==> config.mk <==
export PLATFORM = sky130hd
export DESIGN_NAME = best_fit_task_assigner_flat
export DESIGN_NICKNAME = d
export VERILOG_FILES = /design/src/hw/rtl/bfta_pkg.sv /design/src/hw/rtl/bfta_if.sv /design/src/hw/rtl/bfta_load_mem.sv /design/src/hw/rtl/best_fit_task_assigner.sv /design/src/flat_wrapper.sv
export SDC_FILE = /design/constraint.sdc
export NUM_CORES = 1
export LEC_CHECK = 0
export CORE_UTILIZATION = 55
export CTS_CLUSTER_SIZE = 25
export DETAILED_ROUTE_END_ITERATION = 16
export DONT_BUFFER_PORTS = 1
export PLACE_DENSITY = 0.79
export SYNTH_ARGS = -nofsm -noshare
export SYNTH_HDL_FRONTEND = slang
export SYNTH_SLANG_ARGS = --single-unit
export TNS_END_PERCENT = 50
==> constraint.sdc <==
create_clock -name clk_i -period 24.7 [get_ports clk_i]
set_input_delay 2.47 -clock clk_i [delete_from_list [all_inputs] [get_ports clk_i]]
set_output_delay 2.47 -clock clk_i [all_outputs]
set_load 0.01 [all_outputs]
==> src/hw/rtl/bfta_pkg.sv <==
`timescale 1ns / 1ps
// ----------------------------------------------------------------------------
// bfta_pkg
// Shared widths, defaults, sequencer states, memory control and the clamped-add helper of the task assigner.
// ----------------------------------------------------------------------------
package bfta_pkg;

  // field widths
  localparam int unsigned TaskW = 16;
  localparam int unsigned LoadW = 32;
  localparam int unsigned CfgW  = 5;
  localparam int unsigned ProcW = 4;

  // defaults
  localparam int unsigned MaxProcsDef = 16;
  localparam logic [CfgW-1:0] NumProcsRst = CfgW'(16);

  // sequencer states
  typedef enum logic [2:0] {
    S_IDLE,
    S_MIN,
    S_DEC,
    S_FIT,
    S_WRITE
  } state_e;

  // control from the sequencer to the load memory
  typedef struct packed {
    logic rd_en;
    logic wr_en;
    logic clr_all;
  } mem_ctrl_t;

  // load plus task, clamped at the all-ones load
  function automatic logic [LoadW-1:0] sat_add(input logic [LoadW-1:0] load,
                                               input logic [TaskW-1:0] tsk);
    logic [LoadW:0] sum;
    sum = {1'b0, load} + (LoadW+1)'(tsk);
    return sum[LoadW] ? {LoadW{1'b1}} : sum[LoadW-1:0];
  endfunction

endpackage

==> src/hw/rtl/bfta_if.sv <==
`timescale 1ns / 1ps
// ----------------------------------------------------------------------------
// bfta_if
// Valid/ready channels of the task assigner: task in, result out, config.
// ----------------------------------------------------------------------------

// task beat channel
interface bfta_in_if;
  logic                      valid;
  logic                      ready;
  logic [bfta_pkg::TaskW-1:0] task_time;
  logic                      new_job;
  logic                      last_task;

  modport source (output valid, task_time, new_job, last_task, input ready);
  modport sink   (input valid, task_time, new_job, last_task, output ready);
endinterface

// result beat channel
interface bfta_out_if;
  logic                      valid;
  logic                      ready;
  logic [bfta_pkg::ProcW-1:0] chosen_proc;
  logic [bfta_pkg::LoadW-1:0] chosen_load;
  logic [bfta_pkg::LoadW-1:0] makespan;
  logic                      job_done;

  modport source (output valid, chosen_proc, chosen_load, makespan, job_done,
                  input ready);
  modport sink   (input valid, chosen_proc, chosen_load, makespan, job_done,
                  output ready);
endinterface

// processor count write channel
interface bfta_cfg_if;
  logic                     valid;
  logic                     ready;
  logic [bfta_pkg::CfgW-1:0] num_procs;

  modport source (output valid, num_procs, input ready);
  modport sink   (input valid, num_procs, output ready);
endinterface

==> src/hw/rtl/bfta_load_mem.sv <==
`timescale 1ns / 1ps
// ----------------------------------------------------------------------------
// bfta_load_mem
// Processor load memory: one write and one registered read port, with an
// entry valid bit so that reset and a new job read as zero load.
// ----------------------------------------------------------------------------
module bfta_load_mem #(
  parameter int unsigned MAX_PROCS = bfta_pkg::MaxProcsDef,
  parameter int unsigned IDX_W     = (MAX_PROCS > 1) ? $clog2(MAX_PROCS) : 1
) (
  input  logic                       clk_i,
  input  logic                       rst_ni,
  input  bfta_pkg::mem_ctrl_t        ctrl_i,
  input  logic [IDX_W-1:0]           rd_addr_i,
  input  logic [IDX_W-1:0]           wr_addr_i,
  input  logic [bfta_pkg::LoadW-1:0] wr_data_i,
  output logic [bfta_pkg::LoadW-1:0] rd_data_o
);

  logic [bfta_pkg::LoadW-1:0] mem [MAX_PROCS];
  logic [MAX_PROCS-1:0]       vld_q;
  logic [bfta_pkg::LoadW-1:0] rd_data_q;
  logic                       rd_vld_q;

  // storage array
  always_ff @(posedge clk_i) begin
    if (ctrl_i.wr_en) begin
      mem[wr_addr_i] <= wr_data_i;
    end
    if (ctrl_i.rd_en) begin
      rd_data_q <= mem[rd_addr_i];
    end
  end

  // entry valid bits, cleared by reset and at job start
  always_ff @(posedge clk_i or negedge rst_ni) begin
    if (!rst_ni) begin
      vld_q    <= '0;
      rd_vld_q <= 1'b0;
    end else begin
      if (ctrl_i.clr_all) begin
        vld_q <= '0;
      end else if (ctrl_i.wr_en) begin
        vld_q[wr_addr_i] <= 1'b1;
      end
      if (ctrl_i.rd_en) begin
        rd_vld_q <= vld_q[rd_addr_i];
      end
    end
  end

  // unwritten entries read as zero
  assign rd_data_o = rd_vld_q ? rd_data_q : '0;

endmodule

==> src/hw/rtl/best_fit_task_assigner.sv <==
`timescale 1ns / 1ps
// Tasks: one task at a time; a new task beat is taken only in the idle state, once
// the previous result is in the output register. Each task makes one or two ordered
// passes over the active entries of the load memory (the second only when the least
// load plus the task stays below the makespan), one load read per cycle through its single read port.
// Reset: all loads and the makespan read as zero, processor count is 16.
// ----------------------------------------------------------------------------
// best_fit_task_assigner
// Greedy least-loaded task placement with a best-fit pass below the makespan.
// ----------------------------------------------------------------------------
module best_fit_task_assigner #(
  parameter int unsigned MAX_PROCS = bfta_pkg::MaxProcsDef
) (
  input  logic  clk_i,
  input  logic  rst_ni,
  bfta_in_if.sink    in_i,
  bfta_out_if.source out_o,
  bfta_cfg_if.sink   cfg_i
);

  localparam int unsigned IdxW = (MAX_PROCS > 1) ? $clog2(MAX_PROCS) : 1;
  localparam int unsigned CntW = $clog2(MAX_PROCS + 1);

  bfta_pkg::state_e state_q, state_d;

  logic [bfta_pkg::CfgW-1:0]  num_q;
  logic [CntW-1:0]            act_n;
  logic [CntW-1:0]            issue_cnt_q;
  logic                       proc_en_q;
  logic [IdxW-1:0]            proc_idx_q;
  logic                       scan_done;
  logic                       scan_st;
  logic                       issue;

  logic [bfta_pkg::TaskW-1:0] task_q;
  logic                       last_q;
  logic [bfta_pkg::LoadW-1:0] max_q;
  logic [bfta_pkg::LoadW-1:0] min_q;
  logic [IdxW-1:0]            min_idx_q;
  logic [bfta_pkg::LoadW-1:0] load0_q;
  logic [bfta_pkg::LoadW-1:0] trk_q;
  logic [IdxW-1:0]            sel_idx_q;
  logic [bfta_pkg::LoadW-1:0] sel_sum_q;

  logic [bfta_pkg::LoadW-1:0] rd_load;
  logic [bfta_pkg::LoadW-1:0] rd_sum;
  logic [bfta_pkg::LoadW-1:0] min_sum;
  logic                       fit;

  logic                       out_vld_q;
  logic [bfta_pkg::ProcW-1:0] out_proc_q;
  logic [bfta_pkg::LoadW-1:0] out_load_q;
  logic [bfta_pkg::LoadW-1:0] out_span_q;
  logic                       out_done_q;

  logic                       in_rdy;
  logic                       in_acc;
  logic                       out_load;
  logic                       out_free;
  bfta_pkg::mem_ctrl_t        mem_ctrl;

  // active processor count, clamped to 1..MAX_PROCS
  always_comb begin
    if (num_q == '0) begin
      act_n = CntW'(1);
    end else if (32'(num_q) > 32'(MAX_PROCS)) begin
      act_n = CntW'(MAX_PROCS);
    end else begin
      act_n = CntW'(num_q);
    end
  end

  // config register, always ready
  assign cfg_i.ready = 1'b1;
  always_ff @(posedge clk_i or negedge rst_ni) begin
    if (!rst_ni) begin
      num_q <= bfta_pkg::NumProcsRst;
    end else if (cfg_i.valid) begin
      num_q <= cfg_i.num_procs;
    end
  end

  // scan bookkeeping
  assign scan_st   = (state_q == bfta_pkg::S_MIN) || (state_q == bfta_pkg::S_FIT);
  assign issue     = scan_st && (issue_cnt_q < act_n);
  assign scan_done = proc_en_q && (CntW'(proc_idx_q) == (act_n - CntW'(1)));
  assign in_acc    = in_i.valid && in_rdy;
  assign out_free  = !out_vld_q || out_o.ready;

  // per-read arithmetic
  assign rd_sum  = bfta_pkg::sat_add(rd_load, task_q);
  assign min_sum = bfta_pkg::sat_add(min_q, task_q);
  assign fit     = (rd_sum <= max_q) && (trk_q <= rd_load);

  // next state
  always_comb begin
    state_d = state_q;
    case (state_q)
      bfta_pkg::S_IDLE: begin
        if (in_i.valid) state_d = bfta_pkg::S_MIN;
      end
      bfta_pkg::S_MIN: begin
        if (scan_done) state_d = bfta_pkg::S_DEC;
      end
      bfta_pkg::S_DEC: begin
        state_d = (min_sum >= max_q) ? bfta_pkg::S_WRITE : bfta_pkg::S_FIT;
      end
      bfta_pkg::S_FIT: begin
        if (scan_done) state_d = bfta_pkg::S_WRITE;
      end
      bfta_pkg::S_WRITE: begin
        if (out_free) state_d = bfta_pkg::S_IDLE;
      end
      default: state_d = bfta_pkg::S_IDLE;
    endcase
  end

  // state outputs
  always_comb begin
    in_rdy           = 1'b0;
    out_load         = 1'b0;
    mem_ctrl.rd_en   = 1'b0;
    mem_ctrl.wr_en   = 1'b0;
    mem_ctrl.clr_all = 1'b0;
    case (state_q)
      bfta_pkg::S_IDLE: begin
        in_rdy           = 1'b1;
        mem_ctrl.clr_all = in_i.valid && in_i.new_job;
      end
      bfta_pkg::S_MIN, bfta_pkg::S_FIT: begin
        mem_ctrl.rd_en = issue;
      end
      bfta_pkg::S_WRITE: begin
        out_load       = out_free;
        mem_ctrl.wr_en = out_free;
      end
      default: ;
    endcase
  end

  assign in_i.ready = in_rdy;

  always_ff @(posedge clk_i or negedge rst_ni) begin
    if (!rst_ni) begin
      state_q <= bfta_pkg::S_IDLE;
    end else begin
      state_q <= state_d;
    end
  end

  // read issue counter and returning-data tag
  always_ff @(posedge clk_i or negedge rst_ni) begin
    if (!rst_ni) begin
      issue_cnt_q <= '0;
      proc_en_q   <= 1'b0;
      proc_idx_q  <= '0;
    end else begin
      proc_en_q  <= issue;
      proc_idx_q <= issue_cnt_q[IdxW-1:0];
      if (issue) begin
        issue_cnt_q <= issue_cnt_q + CntW'(1);
      end else if (!scan_st) begin
        issue_cnt_q <= '0;
      end
    end
  end

  // makespan
  always_ff @(posedge clk_i or negedge rst_ni) begin
    if (!rst_ni) begin
      max_q <= '0;
    end else if (in_acc && in_i.new_job) begin
      max_q <= '0;
    end else if ((state_q == bfta_pkg::S_DEC) && (min_sum >= max_q)) begin
      max_q <= min_sum;
    end
  end

  // scan datapath
  always_ff @(posedge clk_i) begin
    case (state_q)
      bfta_pkg::S_IDLE: begin
        if (in_acc) begin
          task_q <= in_i.task_time;
          last_q <= in_i.last_task;
        end
      end
      bfta_pkg::S_MIN: begin
        if (proc_en_q) begin
          if (proc_idx_q == '0) begin
            min_q     <= rd_load;
            min_idx_q <= '0;
            load0_q   <= rd_load;
          end else if (rd_load < min_q) begin
            min_q     <= rd_load;
            min_idx_q <= proc_idx_q;
          end
        end
      end
      bfta_pkg::S_DEC: begin
        sel_idx_q <= min_idx_q;
        sel_sum_q <= min_sum;
        trk_q     <= load0_q;
      end
      bfta_pkg::S_FIT: begin
        if (proc_en_q && fit) begin
          trk_q     <= rd_load;
          sel_idx_q <= proc_idx_q;
          sel_sum_q <= rd_sum;
        end
      end
      default: ;
    endcase
  end

  // result register
  always_ff @(posedge clk_i or negedge rst_ni) begin
    if (!rst_ni) begin
      out_vld_q <= 1'b0;
    end else if (out_load) begin
      out_vld_q <= 1'b1;
    end else if (out_o.ready) begin
      out_vld_q <= 1'b0;
    end
  end

  always_ff @(posedge clk_i) begin
    if (out_load) begin
      out_proc_q <= bfta_pkg::ProcW'(sel_idx_q);
      out_load_q <= sel_sum_q;
      out_span_q <= max_q;
      out_done_q <= last_q;
    end
  end

  assign out_o.valid       = out_vld_q;
  assign out_o.chosen_proc = out_proc_q;
  assign out_o.chosen_load = out_load_q;
  assign out_o.makespan    = out_span_q;
  assign out_o.job_done    = out_done_q;

  // load memory
  bfta_load_mem #(
    .MAX_PROCS (MAX_PROCS),
    .IDX_W     (IdxW)
  ) u_load_mem (
    .clk_i     (clk_i),
    .rst_ni    (rst_ni),
    .ctrl_i    (mem_ctrl),
    .rd_addr_i (issue_cnt_q[IdxW-1:0]),
    .wr_addr_i (sel_idx_q),
    .wr_data_i (sel_sum_q),
    .rd_data_o (rd_load)
  );

endmodule

==> src/flat_wrapper.sv <==
// flat-port wrapper written by rule: the top's interface ports become plain ports
module best_fit_task_assigner_flat 
#(
  parameter int unsigned MAX_PROCS = bfta_pkg::MaxProcsDef
)
  (clk_i, rst_ni, in_i_valid, in_i_task_time, in_i_new_job, in_i_last_task, in_i_ready, out_o_valid, out_o_chosen_proc, out_o_chosen_load, out_o_makespan, out_o_job_done, out_o_ready, cfg_i_valid, cfg_i_num_procs, cfg_i_ready);
  bfta_in_if in_i_i ();
  bfta_out_if out_o_i ();
  bfta_cfg_if cfg_i_i ();
  input  logic clk_i;
  input  logic rst_ni;
  input wire logic [$bits(in_i_i.valid)-1:0] in_i_valid;
  input wire logic [$bits(in_i_i.task_time)-1:0] in_i_task_time;
  input wire logic [$bits(in_i_i.new_job)-1:0] in_i_new_job;
  input wire logic [$bits(in_i_i.last_task)-1:0] in_i_last_task;
  output wire logic [$bits(in_i_i.ready)-1:0] in_i_ready;
  output wire logic [$bits(out_o_i.valid)-1:0] out_o_valid;
  output wire logic [$bits(out_o_i.chosen_proc)-1:0] out_o_chosen_proc;
  output wire logic [$bits(out_o_i.chosen_load)-1:0] out_o_chosen_load;
  output wire logic [$bits(out_o_i.makespan)-1:0] out_o_makespan;
  output wire logic [$bits(out_o_i.job_done)-1:0] out_o_job_done;
  input wire logic [$bits(out_o_i.ready)-1:0] out_o_ready;
  input wire logic [$bits(cfg_i_i.valid)-1:0] cfg_i_valid;
  input wire logic [$bits(cfg_i_i.num_procs)-1:0] cfg_i_num_procs;
  output wire logic [$bits(cfg_i_i.ready)-1:0] cfg_i_ready;
  assign in_i_i.valid = in_i_valid;
  assign in_i_i.task_time = in_i_task_time;
  assign in_i_i.new_job = in_i_new_job;
  assign in_i_i.last_task = in_i_last_task;
  assign in_i_ready = in_i_i.ready;
  assign out_o_valid = out_o_i.valid;
  assign out_o_chosen_proc = out_o_i.chosen_proc;
  assign out_o_chosen_load = out_o_i.chosen_load;
  assign out_o_makespan = out_o_i.makespan;
  assign out_o_job_done = out_o_i.job_done;
  assign out_o_i.ready = out_o_ready;
  assign cfg_i_i.valid = cfg_i_valid;
  assign cfg_i_i.num_procs = cfg_i_num_procs;
  assign cfg_i_ready = cfg_i_i.ready;
  best_fit_task_assigner #(.MAX_PROCS(MAX_PROCS)) u_core (.clk_i(clk_i), .rst_ni(rst_ni), .in_i(in_i_i), .out_o(out_o_i), .cfg_i(cfg_i_i));
endmodule
==> results.sh <==
export IMPL_status="complete, no violations"
export IMPL_vias=20602
export IMPL_drt_first_pass_iters=5
export IMPL_skew_ns=0.0202
export IMPL_setup_viol=0
export IMPL_nNetsFinal=2464
export IMPL_area_growth_pct=10.5
export IMPL_clockRootBuffer="clkbuf_16"
export IMPL_clock_latency_ns=0.64
export IMPL_min_period_ns=7.17
export IMPL_place_congestion=0.935
export IMPL_fp_dieArea_um2=67500
export IMPL_period_share=0.290
export IMPL_synthCells=2244
export IMPL_grt_usage=0.276
export IMPL_endpoint_kind="flip-flop"
export IMPL_hold_viol_final=0
export IMPL_syn_nets=2427
export IMPL_cts_buffers=84
export IMPL_grt_pass1_vias=21054
export IMPL_drt_wl_total_mm=92.1
export IMPL_synth_seq_cells=834
export IMPL_cts_setup_buffers=0
export IMPL_dp_hpwl_mm=56.7
export IMPL_core_um2=65700
export IMPL_rsz0062_at_grt="no"
export IMPL_fillers=4528
export IMPL_required_ns=24.96
export IMPL_gr_total_overflow=0
export IMPL_synthArstFlopShare=0.0815
export IMPL_rows=94
export IMPL_leakage_nw=14.5
export IMPL_initial_utilization=0.556
export IMPL_grt_pass1_wl_mm=136
export IMPL_drv_cap=0
export IMPL_max_freq_mhz=139
export IMPL_arrival_ns=7.43
export IMPL_hold_path_class="flip-flop to flip-flop"
export IMPL_yosysWarningCount=0
export IMPL_synth_edf_count=766
export IMPL_synth_area_um2=36600
export IMPL_worstMarginPinSlew_ns=1.07
export IMPL_drtAntennaViolNets=0
export IMPL_vdd_drop_max_uv=60.2
export IMPL_maxSlewHeadroom=0.290
export IMPL_die_y_um=260
export IMPL_p_per_area_nw_per_um2=109
export IMPL_die_w_um=260
export IMPL_drt_initial_drc_count=2204
export IMPL_syn_avg_cell_area_um2=16.3
export IMPL_pre_cts_ws_ns=17.58
export IMPL_start_kind="flip-flop"
export IMPL_fin_setup_tns_ns=0
export IMPL_via_per_inst=6.41
export IMPL_cts_sinks=834
export IMPL_cp_max_fo=59
export IMPL_drive_gt1_frac=0.169
export IMPL_cts_tree="yes"
export IMPL_place_area_um2=37700
export IMPL_htree_levels=3
export IMPL_portBuffers=0
export IMPL_synth_flop_cell="edfxtp_1"
export IMPL_ctsLongestPathBuffers=3
export IMPL_grt_max_degree=86
export IMPL_ios=100
export IMPL_ys_types=83
export IMPL_cts_resized_gates=0
export IMPL_wl_per_cell_um=28.7
export IMPL_power_mw=4.42
export IMPL_yosysSeqAreaShare=0.675
export IMPL_worst_slack_ns=17.53
export IMPL_design_area_um2=40400
export IMPL_slew_violations=0
export IMPL_remaining_drc_errors=0
export IMPL_num_antenna_cells=0
export IMPL_path_class="flip-flop to flip-flop"
export IMPL_clkSlewWorstSetupHoldPaths_ns=0.06
export IMPL_antenna_found_initial=2
export IMPL_cts_hold_buffers_added=0
==> cell usage after synthesis (4+ instances only) <==
library cell	instances	area, um^2
ha_1	154	1930
and4_1	5	43.8
and3_1	17	106
a21o_1	59	443
a211oi_1	11	82.6
mux2_2	14	158
xor2_1	13	114
edfxtp_1	766	23000
nand3_1	29	145
nand4_1	31	194
nor2_1	69	259
maj3_1	9	90.1
clkbuf_1	53	199
nand2_1	187	702
dfrtp_1	67	1680
nand2b_1	10	62.6
a22oi_1	5	37.5
buf_2	22	110
o22ai_1	6	37.5
and2_1	7	43.8
mux2i_1	45	450
o211ai_1	10	75.1
o2111ai_1	4	35.0
xnor2_1	32	280
a31oi_1	12	75.1
a22oi_2	10	125
buf_1	6	22.5
inv_1	133	499
nor3_1	20	100
mux4_2	165	3720
o21a_1	31	233
nor2b_1	13	81.3
a21oi_1	68	340
o21ai_0	84	420
==> per-layer routing <==
layer / GRT usage / routed length, um
met1: 0.372 / 36500
met2: 0.453 / 45700
met3: 0.0501 / 7240
met4: 0.100 / 2690
met5: 0 / 9
==> worst paths after layout <==
path / from / endpoint / slack [ns] / cells after the start
min in group asynchronous: rst_ni / u_core.issue_cnt_q[2] / 1.52 / 0
max in group asynchronous: rst_ni / u_core.num_q[4] / 23.01 / 0
max: u_core.u_load_mem.rd_vld_q / u_core.trk_q[4] / 17.53 / 19
min reg2reg: u_core.last_q / u_core.out_o.job_done / 0.42 / 0
max reg2reg: u_core.u_load_mem.rd_vld_q / u_core.trk_q[4] / 17.53 / 19
min: u_core.last_q / u_core.out_o.job_done / 0.42 / 0
==> cell usage in the layout (no fill, tap or decap), types with 20 or more instances in the layout <==
master and n:
a21o_1 59, a21oi_1 68, buf_4 37, clkbuf_16 85, clkinv_2 20, dfrtp_1 63
edfxtp_1 766, ha_1 154, inv_1 133, mux2i_1 45, mux4_2 165, nand2_1 186
nand3_1 29, nand4_1 31, nor2_1 55, o21a_1 31, o21ai_0 83, xnor2_1 32
==> where the power goes <==
| group | internal, mW | switching, mW | leakage [nW] |
|---|---|---|---|
| clock network | 0.717 | 0.546 | 1.32 |
| registers | 1.77 | 0.159 | 7.93 |
| logic | 0.517 | 0.714 | 5.24 |
| total | 3.00 | 1.42 | 14.5 |
==> layout make-up <==
| class | instances | area (um^2) | area share |
|---|---|---|---|
| clock inverter | 56 | 520 | 0.0129 |
| clock buffer | 97 | 2170 | 0.0537 |
| multi-input combinational | 1188 | 11200 | 0.276 |
| timing repair buffer | 37 | 278 | 0.00687 |
| inverter | 136 | 510 | 0.0126 |
| tap | 864 | 1080 | 0.0267 |
| sequential | 834 | 24700 | 0.611 |
==> per-stage QoR <==
step,std cells,util,hold slack (ns)
6_report,3212,0.615,0.421
2_1_floorplan,2244,-,0.378
4_1_cts,3212,0.615,0.423
3_3_place_gp,3059,0.574,0.401
3_5_place_dp,3059,0.574,0.408
5_1_grt,3212,0.615,0.423
==> cell families (layout without fill, tap and decap cells) <==
| family | after synthesis | count (layout) | synth area share |
|---|---|---|---|
| flops | 834 | 834 | 0.675 |
| buf+inv | 222 | 326 | 0.0243 |
| fa+ha+maj | 164 | 164 | 0.0557 |
| xor+xnor | 45 | 45 | 0.0108 |
| compound gates | 341 | 341 | 0.0627 |
| mux | 224 | 224 | 0.118 |
| other cells | 1 | 1 | 0.000103 |
| simple gates | 413 | 413 | 0.0529 |
==> critical path: stages (launching register included) <==
cell and delay, ns:
dfrtp_1 0.34, buf_4 0.46, and2_1 0.32, ha_1 0.25
ha_1 0.21, a21oi_1 0.07, a2111o_1 0.44, a211oi_2 0.31
o21ai_2 0.13, a31oi_4 0.36, o2111ai_4 0.54, a21boi_0 0.33
o21ai_0 0.11, ha_1 0.17, nand4_1 0.16, nor4_1 0.44
nand3_1 0.15, or4_1 0.59, a32oi_4 0.51, buf_4 0.78
==> registers in the layout, summed over array words and instances, names as in the netlist, 32 cells and up <==
register                     cells
u_core.trk_q                    32
u_core.u_load_mem.rd_data_q     32
u_core.out_o.makespan           32
u_core.load0_q                  32
u_core.u_load_mem.mem          512
u_core.max_q                    32
u_core.out_o.chosen_load        32
u_core.sel_sum_q                32
u_core.min_q                    32
No activity file was read; power rests on OpenSTA's default activity.
